## src/rtl/bmq_pkg.sv

```systemverilog
`default_nettype none

package bmq_pkg;

   localparam int TASK_ID_BITS = 3;
   localparam int CSR_BITS     = 5;

   localparam logic [CSR_BITS-1:0] DEPTH_RESET = 5'd16;

   typedef enum logic {
      CMD_SEND = 1'b0,
      CMD_RECV = 1'b1
   } command_type;

   localparam logic STATUS_DONE    = 1'b0;
   localparam logic STATUS_BLOCKED = 1'b1;

   typedef struct packed {
      logic                    go;
      command_type             command;
      logic                    blocked;
      logic [TASK_ID_BITS-1:0] task_id;
   } req_ctl_type;

   typedef struct packed {
      logic                    woke;
      logic [TASK_ID_BITS-1:0] task_id;
   } wake_type;

endpackage

`default_nettype wire

```

## src/rtl/bmq_if.sv

```systemverilog
`default_nettype none

interface bmq_req_if #(parameter int WORD_BITS = 32);
   logic                              valid;
   logic                              ready;
   logic                              command;
   logic [bmq_pkg::TASK_ID_BITS-1:0]  task_id;
   logic [WORD_BITS-1:0]              message_in;

   modport source (output valid, command, task_id, message_in, input ready);
   modport sink   (input valid, command, task_id, message_in, output ready);
endinterface

interface bmq_rsp_if #(parameter int WORD_BITS = 32);
   logic                              valid;
   logic                              ready;
   logic                              status;
   logic [WORD_BITS-1:0]              message_out;
   logic                              woke_valid;
   logic [bmq_pkg::TASK_ID_BITS-1:0]  woken_task;

   modport source (output valid, status, message_out, woke_valid, woken_task, input ready);
   modport sink   (input valid, status, message_out, woke_valid, woken_task, output ready);
endinterface

interface bmq_csr_if;
   logic                          valid;
   logic                          ready;
   logic [bmq_pkg::CSR_BITS-1:0]  depth_in_use;

   modport source (output valid, depth_in_use, input ready);
   modport sink   (input valid, depth_in_use, output ready);
endinterface

`default_nettype wire

```

## src/rtl/blocking_message_queue_unit.sv

```systemverilog
// Blocking message queue with task wait lists.
// req_bus carries one request beat: command (send or receive), task_id and
// message_in. rsp_bus returns exactly one beat per request: status (done or
// blocked), message_out (the dequeued word on a successful receive, else
// zero), woke_valid and woken_task for a waiter released from the opposite
// wait list. csr_bus writes depth_in_use, the ring capacity; write it only
// while no request is outstanding.
// A new request is taken only once the previous one is through: the ring
// and wait-link memories are read, then the pop commit and response load
// follow, and req_bus.ready stays low until then.
// A finished response waits in the output register while the next request
// is taken; if that response is still not taken when the next one is ready,
// the block holds it and keeps req_bus.ready low until rsp_bus.ready rises.
// Reset empties the ring and both wait lists and sets depth_in_use to 16
// (capacity at most DEPTH); ring contents are left as they are.
`default_nettype none

module blocking_message_queue_unit #(
   parameter int DEPTH     = 16,
   parameter int WORD_BITS = 32,
   parameter int TASKS     = 8
) (
   input  wire logic  clock,
   input  wire logic  reset,
   bmq_req_if.sink    req_bus,
   bmq_rsp_if.source  rsp_bus,
   bmq_csr_if.sink    csr_bus
);

   localparam int CAP_BITS = $clog2(DEPTH + 1);

   typedef enum logic {
      S_IDLE,
      S_EXEC
   } state_type;

   state_type                         state_ff;
   logic                              rsp_valid_ff;
   logic                              status_ff;
   logic [WORD_BITS-1:0]              message_ff;
   logic                              woke_ff;
   logic [bmq_pkg::TASK_ID_BITS-1:0]  woken_ff;

   bmq_pkg::command_type              command_ff;
   logic                              blocked_ff;
   bmq_pkg::wake_type                 wake_ff;

   logic [bmq_pkg::CSR_BITS-1:0]      depth_ff;

   logic                              accept;
   logic                              load;
   bmq_pkg::command_type              command;
   logic [CAP_BITS-1:0]               capacity;
   logic                              blocked;
   logic [WORD_BITS-1:0]              ring_data;
   logic [WORD_BITS-1:0]              message_in;
   bmq_pkg::req_ctl_type              ctl;
   bmq_pkg::wake_type                 wake;

   assign req_bus.ready = (state_ff == S_IDLE);
   assign accept        = req_bus.valid && req_bus.ready;
   assign command       = bmq_pkg::command_type'(req_bus.command);
   assign load          = (state_ff == S_EXEC) && (!rsp_valid_ff || rsp_bus.ready);

   always_comb begin
      if (depth_ff == '0) begin
         capacity = CAP_BITS'(1);
      end else if (int'(depth_ff) > DEPTH) begin
         capacity = CAP_BITS'(DEPTH);
      end else begin
         capacity = CAP_BITS'(depth_ff);
      end
   end

   assign ctl.go      = accept;
   assign ctl.command = command;
   assign ctl.blocked = blocked;
   assign ctl.task_id = req_bus.task_id;

   always_comb begin
      message_in = '0;
      if ((command_ff == bmq_pkg::CMD_RECV) && !blocked_ff) begin
         message_in = ring_data;
      end
   end

   bmq_ring #(
      .DEPTH     (DEPTH),
      .WORD_BITS (WORD_BITS)
   ) u_ring (
      .clock    (clock),
      .reset    (reset),
      .go       (accept),
      .command  (command),
      .message  (req_bus.message_in),
      .capacity (capacity),
      .blocked  (blocked),
      .rd_data  (ring_data)
   );

   bmq_wait #(
      .TASKS (TASKS)
   ) u_wait (
      .clock (clock),
      .reset (reset),
      .ctl   (ctl),
      .wake  (wake)
   );

   always_ff @(posedge clock) begin
      if (reset) begin
         state_ff     <= S_IDLE;
         rsp_valid_ff <= 1'b0;
      end else begin
         unique case (state_ff)
            S_IDLE: begin
               if (accept) begin
                  state_ff <= S_EXEC;
               end
            end
            S_EXEC: begin
               if (load) begin
                  state_ff <= S_IDLE;
               end
            end
            default: begin
               state_ff <= S_IDLE;
            end
         endcase
         if (load) begin
            rsp_valid_ff <= 1'b1;
         end else if (rsp_bus.ready) begin
            rsp_valid_ff <= 1'b0;
         end
      end
      if (accept) begin
         command_ff <= command;
         blocked_ff <= blocked;
         wake_ff    <= wake;
      end
      if (load) begin
         status_ff  <= blocked_ff ? bmq_pkg::STATUS_BLOCKED : bmq_pkg::STATUS_DONE;
         message_ff <= message_in;
         woke_ff    <= wake_ff.woke;
         woken_ff   <= wake_ff.task_id;
      end
   end

   assign csr_bus.ready = 1'b1;

   always_ff @(posedge clock) begin
      if (reset) begin
         depth_ff <= bmq_pkg::DEPTH_RESET;
      end else if (csr_bus.valid) begin
         depth_ff <= csr_bus.depth_in_use;
      end
   end

   assign rsp_bus.valid       = rsp_valid_ff;
   assign rsp_bus.status      = status_ff;
   assign rsp_bus.message_out = message_ff;
   assign rsp_bus.woke_valid  = woke_ff;
   assign rsp_bus.woken_task  = woken_ff;

   a_one_in_flight: assert property (@(posedge clock) disable iff (reset)
      accept |=> !req_bus.ready)
      else $error("second request taken while one is in flight");

   a_blocked_clean: assert property (@(posedge clock) disable iff (reset)
      rsp_bus.valid && (rsp_bus.status == bmq_pkg::STATUS_BLOCKED)
         |-> (rsp_bus.message_out == '0) && !rsp_bus.woke_valid)
      else $error("blocked response carries data or a wake");

endmodule

`default_nettype wire

```

## src/rtl/bmq_ram.sv

```systemverilog
`default_nettype none

module bmq_ram #(
   parameter int WIDTH = 32,
   parameter int DEPTH = 16,
   localparam int ADDR_BITS = (DEPTH > 1) ? $clog2(DEPTH) : 1
) (
   input  wire logic                  clock,
   input  wire logic                  wr_en,
   input  wire logic [ADDR_BITS-1:0]  wr_addr,
   input  wire logic [WIDTH-1:0]      wr_data,
   input  wire logic                  rd_en,
   input  wire logic [ADDR_BITS-1:0]  rd_addr,
   output logic      [WIDTH-1:0]      rd_data
);

   logic [WIDTH-1:0] mem_ff [DEPTH];

   always_ff @(posedge clock) begin
      if (wr_en) begin
         mem_ff[wr_addr] <= wr_data;
      end
      if (rd_en) begin
         rd_data <= mem_ff[rd_addr];
      end
   end

endmodule

`default_nettype wire

```

## src/rtl/bmq_ring.sv

```systemverilog
`default_nettype none

module bmq_ring #(
   parameter int DEPTH     = 16,
   parameter int WORD_BITS = 32,
   localparam int CAP_BITS = $clog2(DEPTH + 1)
) (
   input  wire logic                  clock,
   input  wire logic                  reset,
   input  wire logic                  go,
   input  bmq_pkg::command_type       command,
   input  wire logic [WORD_BITS-1:0]  message,
   input  wire logic [CAP_BITS-1:0]   capacity,
   output logic                       blocked,
   output logic      [WORD_BITS-1:0]  rd_data
);

   localparam int PTR_BITS = (DEPTH > 1) ? $clog2(DEPTH) : 1;

   logic [PTR_BITS-1:0] head_ff, head_in;
   logic [PTR_BITS-1:0] tail_ff, tail_in;
   logic [CAP_BITS-1:0] fill_ff, fill_in;
   logic                full;
   logic                empty;
   logic                do_write;
   logic                do_read;

   function automatic logic [PTR_BITS-1:0] advance(input logic [PTR_BITS-1:0] ptr,
                                                   input logic [CAP_BITS-1:0] cap);
      logic [CAP_BITS:0] nxt;
      nxt = (CAP_BITS + 1)'(ptr) + (CAP_BITS + 1)'(1);
      if (nxt >= (CAP_BITS + 1)'(cap)) begin
         return '0;
      end
      return PTR_BITS'(nxt);
   endfunction

   assign full     = (fill_ff >= capacity);
   assign empty    = (fill_ff == '0);
   assign blocked  = (command == bmq_pkg::CMD_SEND) ? full : empty;
   assign do_write = go && (command == bmq_pkg::CMD_SEND) && !full;
   assign do_read  = go && (command == bmq_pkg::CMD_RECV) && !empty;

   always_comb begin
      head_in = head_ff;
      tail_in = tail_ff;
      fill_in = fill_ff;
      if (do_write) begin
         tail_in = advance(tail_ff, capacity);
         fill_in = fill_ff + CAP_BITS'(1);
      end
      if (do_read) begin
         head_in = advance(head_ff, capacity);
         fill_in = fill_ff - CAP_BITS'(1);
      end
   end

   always_ff @(posedge clock) begin
      if (reset) begin
         head_ff <= '0;
         tail_ff <= '0;
         fill_ff <= '0;
      end else begin
         head_ff <= head_in;
         tail_ff <= tail_in;
         fill_ff <= fill_in;
      end
   end

   bmq_ram #(
      .WIDTH (WORD_BITS),
      .DEPTH (DEPTH)
   ) u_ring_ram (
      .clock   (clock),
      .wr_en   (do_write),
      .wr_addr (tail_ff),
      .wr_data (message),
      .rd_en   (do_read),
      .rd_addr (head_ff),
      .rd_data (rd_data)
   );

   a_fill_bound: assert property (@(posedge clock) disable iff (reset)
      int'(fill_ff) <= DEPTH)
      else $error("fill count beyond ring depth");

endmodule

`default_nettype wire

```

## src/rtl/bmq_wait.sv

```systemverilog
`default_nettype none

module bmq_wait #(
   parameter int TASKS = 8
) (
   input  wire logic          clock,
   input  wire logic          reset,
   input  bmq_pkg::req_ctl_type ctl,
   output bmq_pkg::wake_type  wake
);

   localparam int LINK_BITS = $clog2(TASKS + 1);
   localparam int TASK_BITS = $clog2(TASKS);
   localparam logic [LINK_BITS-1:0] NULL_LINK = LINK_BITS'(TASKS);

   logic [LINK_BITS-1:0] writer_top_ff;
   logic [LINK_BITS-1:0] reader_top_ff;
   logic [TASKS-1:0]     valid_ff;
   logic                 pop_pending_ff;
   logic                 pop_writer_ff;
   logic [LINK_BITS-1:0] pop_task_ff;

   logic [LINK_BITS-1:0] push_top;
   logic [LINK_BITS-1:0] pop_top;
   logic                 task_ok;
   logic                 pop_hit;
   logic                 do_push;
   logic                 do_pop;
   logic [TASK_BITS-1:0] push_idx;
   logic [TASK_BITS-1:0] pop_idx;
   logic [LINK_BITS-1:0] link_rd;
   logic [LINK_BITS-1:0] top_in;

   always_comb begin
      if (ctl.command == bmq_pkg::CMD_SEND) begin
         push_top = writer_top_ff;
         pop_top  = reader_top_ff;
      end else begin
         push_top = reader_top_ff;
         pop_top  = writer_top_ff;
      end
   end

   assign task_ok  = int'(ctl.task_id) < TASKS;
   assign pop_hit  = int'(pop_top) < TASKS;
   assign do_push  = ctl.go && ctl.blocked && task_ok;
   assign do_pop   = ctl.go && !ctl.blocked && pop_hit;
   assign push_idx = TASK_BITS'(ctl.task_id);
   assign pop_idx  = pop_task_ff[TASK_BITS-1:0];
   assign top_in   = valid_ff[pop_idx] ? link_rd : NULL_LINK;

   assign wake.woke    = do_pop;
   assign wake.task_id = do_pop ? bmq_pkg::TASK_ID_BITS'(pop_top) : '0;

   always_ff @(posedge clock) begin
      if (reset) begin
         writer_top_ff  <= NULL_LINK;
         reader_top_ff  <= NULL_LINK;
         valid_ff       <= '0;
         pop_pending_ff <= 1'b0;
      end else begin
         // commit the pop of the previous beat once its link is back
         if (pop_pending_ff) begin
            valid_ff[pop_idx] <= 1'b0;
            if (pop_writer_ff) begin
               writer_top_ff <= top_in;
            end else begin
               reader_top_ff <= top_in;
            end
         end
         if (do_push) begin
            valid_ff[push_idx] <= 1'b1;
            if (ctl.command == bmq_pkg::CMD_SEND) begin
               writer_top_ff <= LINK_BITS'(ctl.task_id);
            end else begin
               reader_top_ff <= LINK_BITS'(ctl.task_id);
            end
         end
         pop_pending_ff <= do_pop;
      end
      if (do_pop) begin
         pop_writer_ff <= (ctl.command == bmq_pkg::CMD_RECV);
         pop_task_ff   <= pop_top;
      end
   end

   bmq_ram #(
      .WIDTH (LINK_BITS),
      .DEPTH (TASKS)
   ) u_link_ram (
      .clock   (clock),
      .wr_en   (do_push),
      .wr_addr (push_idx),
      .wr_data (push_top),
      .rd_en   (do_pop),
      .rd_addr (pop_top[TASK_BITS-1:0]),
      .rd_data (link_rd)
   );

   a_block_no_wake: assert property (@(posedge clock) disable iff (reset)
      ctl.go && ctl.blocked |-> !wake.woke)
      else $error("blocked beat released a waiter");

   a_pop_no_overlap: assert property (@(posedge clock) disable iff (reset)
      pop_pending_ff |-> !ctl.go)
      else $error("request overlaps pending pop");

endmodule

`default_nettype wire
```

## src/flat_wrapper.sv

```systemverilog
// flat-port wrapper written by rule: the top's interface ports become plain ports
module blocking_message_queue_unit_flat 
#(
   parameter int DEPTH     = 16,
   parameter int WORD_BITS = 32,
   parameter int TASKS     = 8
)
  (clock, reset, req_bus_valid, req_bus_command, req_bus_task_id, req_bus_message_in, req_bus_ready, rsp_bus_valid, rsp_bus_status, rsp_bus_message_out, rsp_bus_woke_valid, rsp_bus_woken_task, rsp_bus_ready, csr_bus_valid, csr_bus_depth_in_use, csr_bus_ready);
  bmq_req_if #(.WORD_BITS(WORD_BITS)) req_bus_i ();
  bmq_rsp_if #(.WORD_BITS(WORD_BITS)) rsp_bus_i ();
  bmq_csr_if csr_bus_i ();
  input  wire logic clock;
  input  wire logic reset;
  input wire logic [$bits(req_bus_i.valid)-1:0] req_bus_valid;
  input wire logic [$bits(req_bus_i.command)-1:0] req_bus_command;
  input wire logic [$bits(req_bus_i.task_id)-1:0] req_bus_task_id;
  input wire logic [$bits(req_bus_i.message_in)-1:0] req_bus_message_in;
  output wire logic [$bits(req_bus_i.ready)-1:0] req_bus_ready;
  output wire logic [$bits(rsp_bus_i.valid)-1:0] rsp_bus_valid;
  output wire logic [$bits(rsp_bus_i.status)-1:0] rsp_bus_status;
  output wire logic [$bits(rsp_bus_i.message_out)-1:0] rsp_bus_message_out;
  output wire logic [$bits(rsp_bus_i.woke_valid)-1:0] rsp_bus_woke_valid;
  output wire logic [$bits(rsp_bus_i.woken_task)-1:0] rsp_bus_woken_task;
  input wire logic [$bits(rsp_bus_i.ready)-1:0] rsp_bus_ready;
  input wire logic [$bits(csr_bus_i.valid)-1:0] csr_bus_valid;
  input wire logic [$bits(csr_bus_i.depth_in_use)-1:0] csr_bus_depth_in_use;
  output wire logic [$bits(csr_bus_i.ready)-1:0] csr_bus_ready;
  assign req_bus_i.valid = req_bus_valid;
  assign req_bus_i.command = req_bus_command;
  assign req_bus_i.task_id = req_bus_task_id;
  assign req_bus_i.message_in = req_bus_message_in;
  assign req_bus_ready = req_bus_i.ready;
  assign rsp_bus_valid = rsp_bus_i.valid;
  assign rsp_bus_status = rsp_bus_i.status;
  assign rsp_bus_message_out = rsp_bus_i.message_out;
  assign rsp_bus_woke_valid = rsp_bus_i.woke_valid;
  assign rsp_bus_woken_task = rsp_bus_i.woken_task;
  assign rsp_bus_i.ready = rsp_bus_ready;
  assign csr_bus_i.valid = csr_bus_valid;
  assign csr_bus_i.depth_in_use = csr_bus_depth_in_use;
  assign csr_bus_ready = csr_bus_i.ready;
  blocking_message_queue_unit #(.DEPTH(DEPTH), .WORD_BITS(WORD_BITS), .TASKS(TASKS)) u_core (.clock(clock), .reset(reset), .req_bus(req_bus_i), .rsp_bus(rsp_bus_i), .csr_bus(csr_bus_i));
endmodule
```

## config.mk

```make
export PLATFORM = sky130hd
export DESIGN_NAME = blocking_message_queue_unit_flat
export DESIGN_NICKNAME = d
export VERILOG_FILES = /design/src/rtl/bmq_pkg.sv /design/src/rtl/bmq_if.sv /design/src/rtl/blocking_message_queue_unit.sv /design/src/rtl/bmq_ram.sv /design/src/rtl/bmq_ring.sv /design/src/rtl/bmq_wait.sv /design/src/flat_wrapper.sv
export SDC_FILE = /design/constraint.sdc
export NUM_CORES = 1
export LEC_CHECK = 0
export BUFFER_PORTS_ARGS = -buffer_cell sky130_fd_sc_hd__buf_2
export CAP_MARGIN = 10
export CORE_MARGIN = 4
export CORE_UTILIZATION = 35
export DETAILED_ROUTE_END_ITERATION = 16
export HOLD_SLACK_MARGIN = 0.05
export PLACE_DENSITY_LB_ADDON = 0.05
export SETUP_SLACK_MARGIN = 0.05
export SYNTH_ARGS = -nofsm -noshare
export SYNTH_HDL_FRONTEND = slang
export SYNTH_SLANG_ARGS = --single-unit
```

## constraint.sdc

```tcl
create_clock -name clock -period 4.87 [get_ports clock]
set_input_delay 0.2435 -clock clock [delete_from_list [all_inputs] [get_ports clock]]
set_output_delay 0.2435 -clock clock [all_outputs]
set_load 0.005 [all_outputs]
```

==> flow_metrics.tcl <==
set metrics [dict create \
    holdBufCountCts 35 \
    wl_mm 64.0 \
    gp_congestion 0.736 \
    rsz0062_at_grt "false" \
    dp_slack_ns 1.48 \
    area_growth_pct 16.4 \
    endpoint_kind "register" \
    r2r_slack_ns 1.52 \
    antenna_found_initial 8 \
    slew_violations 0 \
    cts_setup_buffers 0 \
    pwr-share-clk_pct 42.5 \
    via_count 12500 \
    cts_tree "yes" \
    nets 1457 \
    p_leak_nw 9.56 \
    start_util_pct 35.4 \
    dr.pass1.iters 5 \
    ys_types 57 \
    fin_area_sq_um 30100 \
    ys.flop_type "edfxtp_1" \
    synth_edf_count 627 \
    highest-signal-layer "met4" \
    fin_cells 2406 \
    swShare_pct 22.7 \
    clock_skew_ns 0.0147 \
    ctsLongestPathBuffers 3 \
    io_buffers 84 \
    crit_fanout 32 \
    period_minus_slack_ns 3.35 \
    async_flop_share_pct 0 \
    internal-power_mw 10.3 \
    seqCellArea_sq_um 19600 \
    yosysWarnings 0 \
    placed_cells 2233 \
    hpwlAfterDp_mm 39.7 \
    wl_per_cell_um 26.6 \
    grt_max_degree 71 \
    cp.arrival_ns 3.56 \
    grt_pass1_wl_mm 92.8 \
    crit_required_ns 5.08 \
    power_frac_seq_pct 49.3 \
    core-area_sq_um 73100 \
    cts_sinks 664 \
    setup_viol 0 \
    hold_slack_ns 0.0849 \
    place_area_sq_um 27300 \
    die_h_um 280 \
    drc 0 \
    drtIter0Drc 1237 \
    synthCells 1241 \
    syn-num-nets 1311 \
    cellPowerDensity_nw_per_um2 440 \
    status "completed" \
    htreeDepth 3 \
    viasPerCell 5.19 \
    chipWidth_um 280 \
    clock.fmax_mhz 298 \
    finalCritPeriodShare_pct 68.8 \
    multi_input_area_sq_um 5920 \
    setup_slack_ns 1.52 \
    yosysSeqAreaShare_pct 75.6 \
    tightest_slew_ns 1.08 \
    met2_length_mm 26.7 \
    slew_headroom_pct 27.8 \
    final-hold-violation-count 0 \
    grt_overflow 0 \
    syn_area_sq_um 25900 \
    ys_seq_elements 664 \
    grt.total_usage_pct 16.4 \
    fin_util_pct 41.2 \
    cts-resized-gates 0 \
    postSynthAreaPerCell_sq_um 20.9 \
    antenna_left 0 \
    cap_violations 0 \
    combinationalPowerShare_pct 8.2 \
    hp-class "in -> reg" \
    ir_drop_mv 0.200 \
    dieArea_sq_um 78300 \
    root_buffer "clkbuf_16" \
    wl_met3_mm 3.30 \
    cp-start-kind "register" \
    nFillCells 6503 \
    ios 86 \
    num_rows 99 \
    cts_buffers 76 \
    switchingPower_mw 3.01 \
    clock_latency_ns 0.60 \
    crit_type "reg -> reg" \
    grt_pass1_vias 12900 \
    path_clk_slew_ns 0.05 \
    final.setup.tns_ns 0 \
    drive_gt1_share_pct 26.6 \
    drt-met1-wl_mm 33.0 \
    finalPower_mw 13.3 \
]
-- power by group through the flow --
stage	Clock, mW	Combinational (mW)	Sequential, mW
final	5.64	1.09	6.55
after global routing	6.05	1.19	6.56
after CTS	5.80	1.11	6.55
after detailed placement	0	1.09	6.67
after global placement	0	1.09	6.67
after floorplan	0	0.699	6.60
-- metal layers --
layer | track usage [%] | vias to the layer above
met3 | 3.38 | 82
met2 | 22.8 | 290
met5 | 0 | -
met1 | 26.4 | 6682
li1 | - | 5436
met4 | 3.77 | 0
-- worst paths after layout --
path	endpoint	from	cells after the start
worst max-delay path	u_core.u_ring.u_ring_ram.mem_ff[14][3]$_DFFE_PP_	u_core.depth_ff[1]$_SDFFE_PP0P_	8
worst min-delay path	u_core.u_ring.u_ring_ram.mem_ff[0][25]$_DFFE_PP_	req_bus_message_in[25]	1
worst max register to register	u_core.u_ring.u_ring_ram.mem_ff[14][3]$_DFFE_PP_	u_core.depth_ff[1]$_SDFFE_PP0P_	8
worst min register to register	u_core.rsp_bus.woken_task[1]$_DFFE_PP_	u_core.wake_ff[1]$_SDFFCE_PN0P_	0
-- cells in the mapped netlist (9+ instances only) --
cell type / n / area share, %
nand2b_1: 12 / 0.29
nand3_1: 12 / 0.23
o22ai_1: 9 / 0.22
and3_1: 18 / 0.44
o21ai_0: 38 / 0.73
buf_1: 10 / 0.15
clkbuf_1: 29 / 0.42
mux4_1: 10 / 1.0
mux2i_1: 12 / 0.46
nor2_1: 29 / 0.42
buf_2: 10 / 0.19
buf_6: 12 / 0.52
nand2_1: 26 / 0.38
mux4_2: 150 / 13
a21oi_1: 22 / 0.43
and2_1: 33 / 0.80
mux2_2: 10 / 0.44
ha_1: 23 / 1.1
inv_1: 18 / 0.26
nor3_1: 12 / 0.23
dfxtp_1: 37 / 2.9
edfxtp_1: 627 / 73
nor2b_1: 9 / 0.22
-- cell type report --
cell class / instances / share of cell area [%]
tap: 959 / 3.98
clock buffer: 92 / 6.72
timing repair buffer: 131 / 3.02
sequential: 664 / 65.0
inverter: 19 / 0.237
clock inverter: 41 / 1.37
multi-input combinational: 495 / 19.6
antenna: 5 / 0.0415
-- cells by family (layout without fill, tap and decap cells) --
kind of cell / Yosys count / in the layout / synth area share [%]
other cells: 1 / 6 / 0.0145
buf+inv: 82 / 283 / 1.66
compound gates: 116 / 116 / 2.84
simple gates: 165 / 165 / 3.44
flops: 664 / 664 / 75.6
fa+ha+maj: 24 / 24 / 1.19
xor+xnor: 6 / 6 / 0.203
mux: 183 / 183 / 15.0
-- flip-flops by register name (all words and copies together) (netlist names), 3 cells and up --
signal,count
u_core.u_ring.head_ff,4
u_core.u_wait.u_link_ram.mem_ff,32
u_core.rsp_bus.woken_task,3
u_core.u_wait.u_link_ram.rd_data,4
u_core.u_wait.reader_top_ff,4
u_core.depth_ff,5
u_core.u_ring.u_ring_ram.mem_ff,512
u_core.u_ring.u_ring_ram.rd_data,32
u_core.u_wait.writer_top_ff,4
u_core.wake_ff,4
u_core.u_wait.valid_ff,8
u_core.rsp_bus.message_out,32
u_core.u_wait.pop_task_ff,3
u_core.u_ring.tail_ff,4
u_core.u_ring.fill_ff,5
-- placed cells by master, fill, tap and decap left out, types with 8 or more instances in the layout --
| master | netlist | layout |
|---|---|---|
| and3_2 | 0 | 16 |
| nand2b_1 | 12 | 12 |
| and2_1 | 33 | 33 |
| dfxtp_1 | 37 | 33 |
| nor2_1 | 29 | 29 |
| mux4_1 | 10 | 10 |
| mux2_2 | 10 | 10 |
| a21oi_1 | 22 | 21 |
| clkinv_1 | 0 | 20 |
| nand3_1 | 12 | 12 |
| dlygate4sd3_1 | 0 | 35 |
| clkbuf_1 | 29 | 13 |
| buf_2 | 10 | 84 |
| o22ai_1 | 9 | 9 |
| ha_1 | 23 | 23 |
| nor2b_1 | 9 | 8 |
| edfxtp_1 | 627 | 627 |
| nand2_1 | 26 | 26 |
| clkbuf_16 | 0 | 79 |
| buf_4 | 1 | 8 |
| o21ai_0 | 38 | 38 |
| inv_1 | 18 | 18 |
| a211oi_1 | 8 | 8 |
| bufinv_16 | 0 | 8 |
| mux4_2 | 150 | 150 |
| nor3_1 | 12 | 12 |
| mux2i_1 | 12 | 12 |
-- worst max-delay path, stage by stage (launching register included) --
cell and delay (ns):
dfxtp_1 0.32, nor3_1 0.19, nor2_1 0.06, nor2_1 0.21, ha_1 0.28, nor2b_1 0.15
o21a_1 0.18, o211a_1 0.53, and3_2 1.02
(Power assumes the default switching activity.)
